File: src/hw/rtl/linear_scan_register_allocator_core_defines.svh
// Assertion macros for the register allocator core
`ifndef LINEAR_SCAN_REGISTER_ALLOCATOR_CORE_DEFINES_SVH
`define LINEAR_SCAN_REGISTER_ALLOCATOR_CORE_DEFINES_SVH

`ifndef SYNTH

`define LSRA_ASSERT(label, expr, msg) \
    label: assert property (@(posedge i_clk) disable iff (!i_rst_n) (expr)) else $error(msg);

`define LSRA_ASSERT_IMP(label, ante, cons, msg) \
    label: assert property (@(posedge i_clk) disable iff (!i_rst_n) (ante) |-> (cons)) \
        else $error(msg);

`define LSRA_ASSERT_NEXT(label, ante, cons, msg) \
    label: assert property (@(posedge i_clk) disable iff (!i_rst_n) (ante) |=> (cons)) \
        else $error(msg);

`else

`define LSRA_ASSERT(label, expr, msg)
`define LSRA_ASSERT_IMP(label, ante, cons, msg)
`define LSRA_ASSERT_NEXT(label, ante, cons, msg)

`endif

`endif

File: src/hw/rtl/lsra_pkg.sv
// Shared constants and types of the register allocator core
`default_nettype none

package lsra_pkg;

    localparam int PHYS_REGS  = 16;
    localparam int POS_BITS   = 20;
    localparam int VREG_BITS  = 16;
    localparam int END_BITS   = POS_BITS + 1;
    localparam int SLOT_BITS  = $clog2(PHYS_REGS);
    localparam int ORDER_BITS = 32;
    localparam int SPILL_BITS = 16;
    localparam int CFG_BITS   = 5;
    localparam int CFG_IDX_BITS = 2;

    typedef logic [CFG_IDX_BITS-1:0] t_cfg_idx;

    localparam t_cfg_idx CFG_GENERAL_REG_COUNT = 2'd0;
    localparam t_cfg_idx CFG_FLOAT_REG_COUNT   = 2'd1;
    localparam t_cfg_idx CFG_CALLEE_SAVED_BASE = 2'd2;

    localparam logic [CFG_BITS-1:0] RST_GENERAL_REG_COUNT = CFG_BITS'(16);
    localparam logic [CFG_BITS-1:0] RST_FLOAT_REG_COUNT   = CFG_BITS'(16);
    localparam logic [CFG_BITS-1:0] RST_CALLEE_SAVED_BASE = CFG_BITS'(11);

endpackage

`default_nettype wire

File: src/hw/rtl/lsra_ifs.sv
// Channel interfaces: interval input, allocation result and configuration write
`default_nettype none

interface lsra_in_if import lsra_pkg::*; ();
    logic                valid;
    logic                ready;
    logic                first_of_run;
    logic [VREG_BITS-1:0] virt_reg;
    logic [POS_BITS-1:0] start_pos;
    logic [END_BITS-1:0] end_pos;
    logic                is_float;
    logic                crosses_call;

    modport source (output valid, first_of_run, virt_reg, start_pos, end_pos, is_float,
                    crosses_call, input ready);
    modport sink (input valid, first_of_run, virt_reg, start_pos, end_pos, is_float,
                  crosses_call, output ready);
endinterface

interface lsra_out_if import lsra_pkg::*; ();
    logic                  valid;
    logic                  ready;
    logic [VREG_BITS-1:0]  virt_reg_out;
    logic                  got_register;
    logic [SLOT_BITS-1:0]  phys_reg;
    logic                  evicted;
    logic [VREG_BITS-1:0]  evicted_virt_reg;
    logic [SPILL_BITS-1:0] spill_total;

    modport source (output valid, virt_reg_out, got_register, phys_reg, evicted,
                    evicted_virt_reg, spill_total, input ready);
    modport sink (input valid, virt_reg_out, got_register, phys_reg, evicted,
                  evicted_virt_reg, spill_total, output ready);
endinterface

interface lsra_cfg_if import lsra_pkg::*; ();
    logic                valid;
    logic                ready;
    t_cfg_idx            index;
    logic [CFG_BITS-1:0] data;

    modport source (output valid, index, data, input ready);
    modport sink (input valid, index, data, output ready);
endinterface

`default_nettype wire

File: src/hw/rtl/linear_scan_register_allocator_core.sv
// Linear-scan register allocator: one live interval in, one allocation result out.
// An interval's result may wait for the output register to empty. The work is done by one
// end-position comparator and one active-table read port, which visit the sixteen slots
// one per cycle: a first sweep expires finished intervals and finds the lowest free
// register, a second sweep (only when none is free) finds the slot with the furthest end.
// Input is taken only between intervals; configuration writes are always taken and apply
// to the next interval.
`default_nettype none

`include "linear_scan_register_allocator_core_defines.svh"

module linear_scan_register_allocator_core import lsra_pkg::*; (
    input  wire        i_clk,
    input  wire        i_rst_n,
    lsra_in_if.sink    i_in,
    lsra_out_if.source o_out,
    lsra_cfg_if.sink   i_cfg
);

    typedef enum logic [2:0] {
        S_IDLE,
        S_SCAN,
        S_BEST,
        S_DECIDE,
        S_DONE
    } t_state;

    localparam logic [SLOT_BITS-1:0] LAST_SLOT = SLOT_BITS'(PHYS_REGS - 1);
    localparam logic [CFG_BITS-1:0]  DEPTH     = CFG_BITS'(PHYS_REGS);

    t_state r_state;

    logic [CFG_BITS-1:0] r_general_cnt;
    logic [CFG_BITS-1:0] r_float_cnt;
    logic [CFG_BITS-1:0] r_callee_base;

    logic [PHYS_REGS-1:0]  r_valid;
    logic [END_BITS-1:0]   r_slot_end   [PHYS_REGS];
    logic [VREG_BITS-1:0]  r_slot_vreg  [PHYS_REGS];
    logic [ORDER_BITS-1:0] r_slot_order [PHYS_REGS];
    logic [ORDER_BITS-1:0] r_insert_cnt;
    logic [SPILL_BITS-1:0] r_spill_cnt;

    logic [VREG_BITS-1:0] r_vreg;
    logic [POS_BITS-1:0]  r_start;
    logic [END_BITS-1:0]  r_end;
    logic [CFG_BITS-1:0]  r_limit;
    logic [CFG_BITS-1:0]  r_floor;

    logic [SLOT_BITS-1:0]  r_idx;
    logic                  r_found;
    logic [SLOT_BITS-1:0]  r_chosen;
    logic                  r_have;
    logic [SLOT_BITS-1:0]  r_best;
    logic [END_BITS-1:0]   r_best_end;
    logic [ORDER_BITS-1:0] r_best_order;
    logic [VREG_BITS-1:0]  r_best_vreg;

    logic                  r_res_got;
    logic [SLOT_BITS-1:0]  r_res_phys;
    logic                  r_res_ev;
    logic [VREG_BITS-1:0]  r_res_ev_vreg;

    logic                  r_out_valid;
    logic [VREG_BITS-1:0]  r_out_vreg;
    logic                  r_out_got;
    logic [SLOT_BITS-1:0]  r_out_phys;
    logic                  r_out_ev;
    logic [VREG_BITS-1:0]  r_out_ev_vreg;
    logic [SPILL_BITS-1:0] r_out_spill;

    logic [END_BITS-1:0]   cmp_a;
    logic [END_BITS-1:0]   cmp_b;
    logic                  cmp_lt;
    logic [END_BITS-1:0]   rd_end;
    logic [VREG_BITS-1:0]  rd_vreg;
    logic [ORDER_BITS-1:0] rd_order;
    logic                  rd_valid;
    logic [CFG_BITS-1:0]   idx_ext;
    logic                  in_range;
    logic                  live_after;
    logic                  take_best;
    logic                  do_evict;
    logic                  do_fill;
    logic [SLOT_BITS-1:0]  fill_idx;
    logic                  in_acc;
    logic                  out_load;
    logic [CFG_BITS-1:0]   sel_cnt;
    logic [SPILL_BITS-1:0] n_spill_cnt;

    assign in_acc      = i_in.valid && i_in.ready;
    assign i_in.ready  = (r_state == S_IDLE);
    assign i_cfg.ready = 1'b1;
    assign out_load    = (r_state == S_DONE) && (!o_out.valid || o_out.ready);

    assign rd_end   = r_slot_end[r_idx];
    assign rd_vreg  = r_slot_vreg[r_idx];
    assign rd_order = r_slot_order[r_idx];
    assign rd_valid = r_valid[r_idx];

    // shared comparator, operands chosen by phase
    always_comb begin
        case (r_state)
            S_SCAN: begin
                cmp_a = {1'b0, r_start};
                cmp_b = rd_end;
            end
            S_BEST: begin
                cmp_a = r_best_end;
                cmp_b = rd_end;
            end
            S_DECIDE: begin
                cmp_a = r_end;
                cmp_b = r_best_end;
            end
            default: begin
                cmp_a = '0;
                cmp_b = '0;
            end
        endcase
    end
    assign cmp_lt = (cmp_a < cmp_b);

    assign idx_ext    = CFG_BITS'(r_idx);
    assign in_range   = (idx_ext >= r_floor) && (idx_ext < r_limit);
    assign live_after = rd_valid && cmp_lt;
    assign take_best  = rd_valid &&
                        (!r_have || cmp_lt ||
                         ((rd_end == r_best_end) && (rd_order < r_best_order)));
    assign do_evict   = !r_found && r_have && cmp_lt;
    assign do_fill    = (r_state == S_DECIDE) && (r_found || do_evict);
    assign fill_idx   = r_found ? r_chosen : r_best;
    assign sel_cnt    = i_in.is_float ? r_float_cnt : r_general_cnt;
    assign n_spill_cnt = (!r_found && (r_spill_cnt != '1)) ? r_spill_cnt + 1'b1
                                                            : r_spill_cnt;

    always_ff @(posedge i_clk) begin
        if (!i_rst_n) begin
            r_state       <= S_IDLE;
            r_out_valid   <= 1'b0;
            r_valid       <= '0;
            r_insert_cnt  <= '0;
            r_spill_cnt   <= '0;
            r_general_cnt <= RST_GENERAL_REG_COUNT;
            r_float_cnt   <= RST_FLOAT_REG_COUNT;
            r_callee_base <= RST_CALLEE_SAVED_BASE;
        end else begin
            if (i_cfg.valid && i_cfg.ready) begin
                case (i_cfg.index)
                    CFG_GENERAL_REG_COUNT: r_general_cnt <= i_cfg.data;
                    CFG_FLOAT_REG_COUNT:   r_float_cnt   <= i_cfg.data;
                    CFG_CALLEE_SAVED_BASE: r_callee_base <= i_cfg.data;
                    default: ;
                endcase
            end
            if (o_out.valid && o_out.ready && !out_load) begin
                r_out_valid <= 1'b0;
            end
            case (r_state)
                S_IDLE: begin
                    if (in_acc) begin
                        r_vreg  <= i_in.virt_reg;
                        r_start <= i_in.start_pos;
                        r_end   <= i_in.end_pos;
                        r_limit <= (sel_cnt > DEPTH) ? DEPTH : sel_cnt;
                        r_floor <= i_in.crosses_call ? r_callee_base : '0;
                        r_idx   <= '0;
                        r_found <= 1'b0;
                        r_have  <= 1'b0;
                        if (i_in.first_of_run) begin
                            r_valid      <= '0;
                            r_insert_cnt <= '0;
                            r_spill_cnt  <= '0;
                        end
                        r_state <= S_SCAN;
                    end
                end
                S_SCAN: begin
                    // expire and look for the lowest free slot in range
                    if (rd_valid && !cmp_lt) begin
                        r_valid[r_idx] <= 1'b0;
                    end
                    if (!r_found && in_range && !live_after) begin
                        r_found  <= 1'b1;
                        r_chosen <= r_idx;
                    end
                    r_idx <= r_idx + 1'b1;
                    if (r_idx == LAST_SLOT) begin
                        r_state <= (r_found || (in_range && !live_after)) ? S_DECIDE
                                                                          : S_BEST;
                    end
                end
                S_BEST: begin
                    if (take_best) begin
                        r_have       <= 1'b1;
                        r_best       <= r_idx;
                        r_best_end   <= rd_end;
                        r_best_order <= rd_order;
                        r_best_vreg  <= rd_vreg;
                    end
                    r_idx <= r_idx + 1'b1;
                    if (r_idx == LAST_SLOT) begin
                        r_state <= S_DECIDE;
                    end
                end
                S_DECIDE: begin
                    if (do_fill) begin
                        r_valid[fill_idx] <= 1'b1;
                        r_insert_cnt      <= r_insert_cnt + 1'b1;
                    end
                    r_spill_cnt   <= n_spill_cnt;
                    r_res_got     <= r_found || do_evict;
                    r_res_phys    <= r_found ? r_chosen : (do_evict ? r_best : '0);
                    r_res_ev      <= do_evict;
                    r_res_ev_vreg <= do_evict ? r_best_vreg : '0;
                    r_state       <= S_DONE;
                end
                S_DONE: begin
                    if (out_load) begin
                        r_out_valid   <= 1'b1;
                        r_out_vreg    <= r_vreg;
                        r_out_got     <= r_res_got;
                        r_out_phys    <= r_res_phys;
                        r_out_ev      <= r_res_ev;
                        r_out_ev_vreg <= r_res_ev_vreg;
                        r_out_spill   <= r_spill_cnt;
                        r_state       <= S_IDLE;
                    end
                end
                default: begin
                    r_state <= S_IDLE;
                end
            endcase
        end
    end

    always_ff @(posedge i_clk) begin
        if (do_fill) begin
            r_slot_end[fill_idx]   <= r_end;
            r_slot_vreg[fill_idx]  <= r_vreg;
            r_slot_order[fill_idx] <= r_insert_cnt;
        end
    end

    assign o_out.valid            = r_out_valid;
    assign o_out.virt_reg_out     = r_out_vreg;
    assign o_out.got_register     = r_out_got;
    assign o_out.phys_reg         = r_out_phys;
    assign o_out.evicted          = r_out_ev;
    assign o_out.evicted_virt_reg = r_out_ev_vreg;
    assign o_out.spill_total      = r_out_spill;

    `LSRA_ASSERT_IMP(a_best_only_when_full, r_state == S_BEST, !r_found, "eviction sweep with a free slot found")
    `LSRA_ASSERT_NEXT(a_accept_starts_scan, in_acc, r_state == S_SCAN && r_idx == '0, "transaction did not start the sweep")
    `LSRA_ASSERT_IMP(a_spill_result_clean, o_out.valid && !o_out.got_register, o_out.phys_reg == '0 && !o_out.evicted, "spilled result carries a register or eviction")
    `LSRA_ASSERT_IMP(a_evict_has_reg, o_out.valid && o_out.evicted, o_out.got_register, "eviction without register grant")

endmodule

`default_nettype wire

File: src/flat_wrapper.sv
// flat-port wrapper written by rule: the top's interface ports become plain ports
module linear_scan_register_allocator_core_flat import lsra_pkg::*;
  (i_clk, i_rst_n, i_in_valid, i_in_first_of_run, i_in_virt_reg, i_in_start_pos, i_in_end_pos, i_in_is_float, i_in_crosses_call, i_in_ready, o_out_valid, o_out_virt_reg_out, o_out_got_register, o_out_phys_reg, o_out_evicted, o_out_evicted_virt_reg, o_out_spill_total, o_out_ready, i_cfg_valid, i_cfg_index, i_cfg_data, i_cfg_ready);
  lsra_in_if i_in_i ();
  lsra_out_if o_out_i ();
  lsra_cfg_if i_cfg_i ();
  input  wire i_clk;
  input  wire i_rst_n;
  input wire logic [$bits(i_in_i.valid)-1:0] i_in_valid;
  input wire logic [$bits(i_in_i.first_of_run)-1:0] i_in_first_of_run;
  input wire logic [$bits(i_in_i.virt_reg)-1:0] i_in_virt_reg;
  input wire logic [$bits(i_in_i.start_pos)-1:0] i_in_start_pos;
  input wire logic [$bits(i_in_i.end_pos)-1:0] i_in_end_pos;
  input wire logic [$bits(i_in_i.is_float)-1:0] i_in_is_float;
  input wire logic [$bits(i_in_i.crosses_call)-1:0] i_in_crosses_call;
  output wire logic [$bits(i_in_i.ready)-1:0] i_in_ready;
  output wire logic [$bits(o_out_i.valid)-1:0] o_out_valid;
  output wire logic [$bits(o_out_i.virt_reg_out)-1:0] o_out_virt_reg_out;
  output wire logic [$bits(o_out_i.got_register)-1:0] o_out_got_register;
  output wire logic [$bits(o_out_i.phys_reg)-1:0] o_out_phys_reg;
  output wire logic [$bits(o_out_i.evicted)-1:0] o_out_evicted;
  output wire logic [$bits(o_out_i.evicted_virt_reg)-1:0] o_out_evicted_virt_reg;
  output wire logic [$bits(o_out_i.spill_total)-1:0] o_out_spill_total;
  input wire logic [$bits(o_out_i.ready)-1:0] o_out_ready;
  input wire logic [$bits(i_cfg_i.valid)-1:0] i_cfg_valid;
  input wire logic [$bits(i_cfg_i.index)-1:0] i_cfg_index;
  input wire logic [$bits(i_cfg_i.data)-1:0] i_cfg_data;
  output wire logic [$bits(i_cfg_i.ready)-1:0] i_cfg_ready;
  assign i_in_i.valid = i_in_valid;
  assign i_in_i.first_of_run = i_in_first_of_run;
  assign i_in_i.virt_reg = i_in_virt_reg;
  assign i_in_i.start_pos = i_in_start_pos;
  assign i_in_i.end_pos = i_in_end_pos;
  assign i_in_i.is_float = i_in_is_float;
  assign i_in_i.crosses_call = i_in_crosses_call;
  assign i_in_ready = i_in_i.ready;
  assign o_out_valid = o_out_i.valid;
  assign o_out_virt_reg_out = o_out_i.virt_reg_out;
  assign o_out_got_register = o_out_i.got_register;
  assign o_out_phys_reg = o_out_i.phys_reg;
  assign o_out_evicted = o_out_i.evicted;
  assign o_out_evicted_virt_reg = o_out_i.evicted_virt_reg;
  assign o_out_spill_total = o_out_i.spill_total;
  assign o_out_i.ready = o_out_ready;
  assign i_cfg_i.valid = i_cfg_valid;
  assign i_cfg_i.index = i_cfg_index;
  assign i_cfg_i.data = i_cfg_data;
  assign i_cfg_ready = i_cfg_i.ready;
  linear_scan_register_allocator_core u_core (.i_clk(i_clk), .i_rst_n(i_rst_n), .i_in(i_in_i), .o_out(o_out_i), .i_cfg(i_cfg_i));
endmodule
File: config.mk
export PLATFORM = sky130hd
export DESIGN_NAME = linear_scan_register_allocator_core_flat
export DESIGN_NICKNAME = d
export VERILOG_FILES = /design/src/hw/rtl/lsra_pkg.sv /design/src/hw/rtl/lsra_ifs.sv /design/src/hw/rtl/linear_scan_register_allocator_core.sv /design/src/flat_wrapper.sv
export VERILOG_INCLUDE_DIRS = /design/src /design/src/hw/rtl
export SDC_FILE = /design/constraint.sdc
export NUM_CORES = 1
export LEC_CHECK = 0
export BUFFER_PORTS_ARGS = -buffer_cell sky130_fd_sc_hd__buf_4
export CAP_MARGIN = 10
export CORE_AREA = 2 2 292 294
export CTS_CLUSTER_DIAMETER = 40
export CTS_CLUSTER_SIZE = 28
export DETAILED_ROUTE_END_ITERATION = 10
export DIE_AREA = 0 0 294 296
export GPL_TIMING_DRIVEN = 0
export PLACE_DENSITY_LB_ADDON = 0.1
export SETUP_SLACK_MARGIN = 0.4
export SYNTH_ARGS = -nofsm -noshare
export SYNTH_HDL_FRONTEND = slang
export SYNTH_SLANG_ARGS = --single-unit
File: constraint.sdc
create_clock -name i_clk -period 23.7 [get_ports i_clk]
set_clock_uncertainty 0.2 [all_clocks]
set_input_delay 4.74 -clock i_clk [delete_from_list [all_inputs] [get_ports i_clk]]
set_output_delay 4.74 -clock i_clk [all_outputs]
set_load 0.05 [all_outputs]
==> results.json <==
{
  "criticalPathCategory": "reg2reg",
  "cts.reportedPaths.clkPinSlew_ns": 0.06,
  "async_flop_share_pct": 0,
  "grt.overflow.total": 0,
  "final_cells": 4421,
  "worstMarginPinSlew_ns": 1.318,
  "rsz0062_at_grt": "no",
  "core_mm2": 0.08421,
  "irDropWorstVdd_mv": 0.1011,
  "fill_cells": 4334,
  "p_int_mw": 4.763,
  "period_minus_slack_ns": 10.33,
  "row_count": 107,
  "holdCritStartpoint": "u_core.r_res_phys[2]",
  "crit_arrival_ns": 10.57,
  "gp_congestion": 0.9182,
  "diodes": 0,
  "p_leak_nw": 20.38,
  "initial_utilization_pct": 66.05,
  "grt_start_max_net_pins": 23,
  "powerDensity_mw_per_mm2": 106.4,
  "drt_iter0_markers": 4413,
  "cts_hold_buf": 0,
  "synth-seq-cells": 1417,
  "antenna_found_initial": 10,
  "relSlewSlack_pct": 11.82,
  "die_y_um": 296,
  "timing.rr.end": "u_core.r_best_order[16]",
  "holdPathEnd": "u_core.o_out.phys_reg[2]",
  "ys.flop_type": "edfxtp_1",
  "cts_root_buffer": "clkbuf_16",
  "grt_first_pass_wirelength_um": 209000,
  "cts_sinks": 1417,
  "hpwl_um": 94450,
  "finalWirelength_um": 146400,
  "grt_pass1_vias": 30516,
  "p_comb_share_pct": 23.3,
  "postCtsSetupBuffers": 0,
  "seqPwrFrac_pct": 42.7,
  "synth_cells": 2802,
  "postPlaceCellArea_mm2": 0.05984,
  "htreeDepth": 4,
  "dp.cells": 4140,
  "antenna_left": 0,
  "pre_cts_slack_ns": 13.81,
  "most-common-layout-cells": "edfxtp_1 (1330), mux4_2 (305), clkbuf_16 (149)",
  "whs_path_depth": 0,
  "top_regs": "u_core.r_slot_order: 512 flops, u_core.r_slot_end: 336 flops, u_core.r_slot_vreg: 256 flops",
  "syn_to_final_growth_pct": 16.71,
  "status": "finished clean",
  "start_kind": "flop",
  "seq_area_frac_synth_pct": 74.94,
  "p_switching_mw": 2.145,
  "crit_path_end_kind": "flop",
  "largest_reg_flops": 512,
  "io_buffers": 126,
  "cts_buffer_depth": 3,
  "hold_violations": 0,
  "cap_violations": 0,
  "synth_edf_count": 1330,
  "cts_resized": 0,
  "yosys_warnings": 0,
  "synth_area_mm2": 0.05562,
  "cts_tree": "built",
  "drive_gt1_share_pct": 27.41,
  "drtPass1Iterations": 6,
  "slew_violations": 0,
  "hp-class": "reg2reg",
  "numCtsBuffers": 149,
  "final_common_cell": "edfxtp_1",
  "die_w_um": 294,
  "setup_slack_ns": 13.37,
  "wl_per_cell_um": 33.12,
  "clk_latency_ns": 0.76,
  "swShare_pct": 31.05,
  "tns_ns": 0,
  "synth_cell_types": 71,
  "fin_area_mm2": 0.06491,
  "io_pins": 129,
  "synth_fp_nets": 2938,
  "power_frac_clock_pct": 33.9,
  "hold_slack_ns": 0.2185,
  "dieArea_mm2": 0.08702,
  "regMostFlops": "u_core.r_slot_order",
  "fmax_mhz": 96.79,
  "reg2reg_depth": 20,
  "cp.required_ns": 23.94,
  "path_max_fanout": 19,
  "synth.avg_cell_area_um2": 19.85,
  "setup_viol_count_final": 0,
  "drcViolationCount": 0,
  "num_vias": 30776,
  "grt_usage_pct": 34.26,
  "rrSetupSlack_ns": 13.37,
  "fin_crit_sh_pct": 43.59,
  "final_core_util_pct": 77.08,
  "power.total_mw": 6.907,
  "nNetsFinal": 3340,
  "viasPerCell": 6.961
}
[power groups by stage]
stage | combinational (mW) | clock (mW) | sequential [mW]
floorplan | 1.03 | 0 | 2.97
global placement | 1.52 | 0 | 3.00
detailed placement | 1.57 | 0 | 3.00
CTS | 1.58 | 2.36 | 2.95
global route | 1.69 | 2.45 | 2.96
finish | 1.61 | 2.34 | 2.95
[cells in the mapped netlist, types with 32 or more instances]
| cell type | instances | area share, % |
|---|---|---|
| nand2_1 | 69 | 0.47 |
| o21ai_0 | 54 | 0.49 |
| nor2_1 | 119 | 0.80 |
| edfxtp_1 | 1330 | 72 |
| dfxtp_1 | 87 | 3.1 |
| xor2_1 | 35 | 0.55 |
| mux2i_1 | 76 | 1.4 |
| clkbuf_1 | 87 | 0.59 |
| a21oi_1 | 67 | 0.60 |
| ha_1 | 64 | 1.4 |
| mux4_2 | 305 | 12 |
| a22oi_1 | 53 | 0.72 |
| inv_1 | 52 | 0.35 |
| and2_1 | 32 | 0.36 |
[worst max-delay path by stage]
stage,endpoint,cells past startpoint
finish,u_core.r_best_order[16],20
global route,u_core.r_best_order[17],20
CTS,u_core.r_best_order[17],20
detailed placement,u_core.r_best_order[9],20
global placement,u_core.r_valid[14],16
floorplan,u_core.r_best[0],3
[layer usage]
layer / global-route usage (%) / wire length (um) / vias to the layer above
li1: - / - / 12336
met1: 48.01 / 53700 / 15912
met4: 13.17 / 5666 / 10
met2: 54.58 / 70930 / 2156
met3: 6.678 / 16070 / 362
met5: 0 / 66 / -
[area by class of cell]
class	count	area, um2	share of cell area (%)
clock buffers	161	3784	5.829
plain buffers	134	566.8	0.8732
well taps	1090	1364	2.101
inverters	53	198.9	0.3065
clock inverters	117	1237	1.906
multi-input cells	1198	13310	20.50
repair buffers	251	2774	4.273
flip-flops and latches	1417	41680	64.21
[worst max-delay path, stage by stage (launching register included)]
cell	delay [ns]
dfxtp_1	0.31
clkbuf_1	0.48
clkbuf_1	0.88
buf_2	0.55
clkbuf_1	0.83
clkbuf_1	0.76
clkbuf_1	0.78
mux4_2	0.44
mux4_2	0.60
ha_1	0.38
a21o_1	0.17
a21o_1	0.16
a2111oi_0	1.01
o32a_1	0.28
nand4_1	0.13
nor4_1	0.29
nand4b_1	0.36
a211oi_4	0.67
buf_8	0.26
buf_8	0.21
buf_8	0.22
[logic make-up after synthesis]
family | count (synthesis) | synth area share [%]
flops | 1417 | 74.94
other cells | 1 | 0.006742
buf+inv | 187 | 1.377
compound gates | 285 | 3.527
simple gates | 376 | 3.419
xor+xnor | 60 | 0.9448
fa+ha+maj | 64 | 1.440
mux | 412 | 14.35
Note: power is estimated with default switching activity, not from simulation.
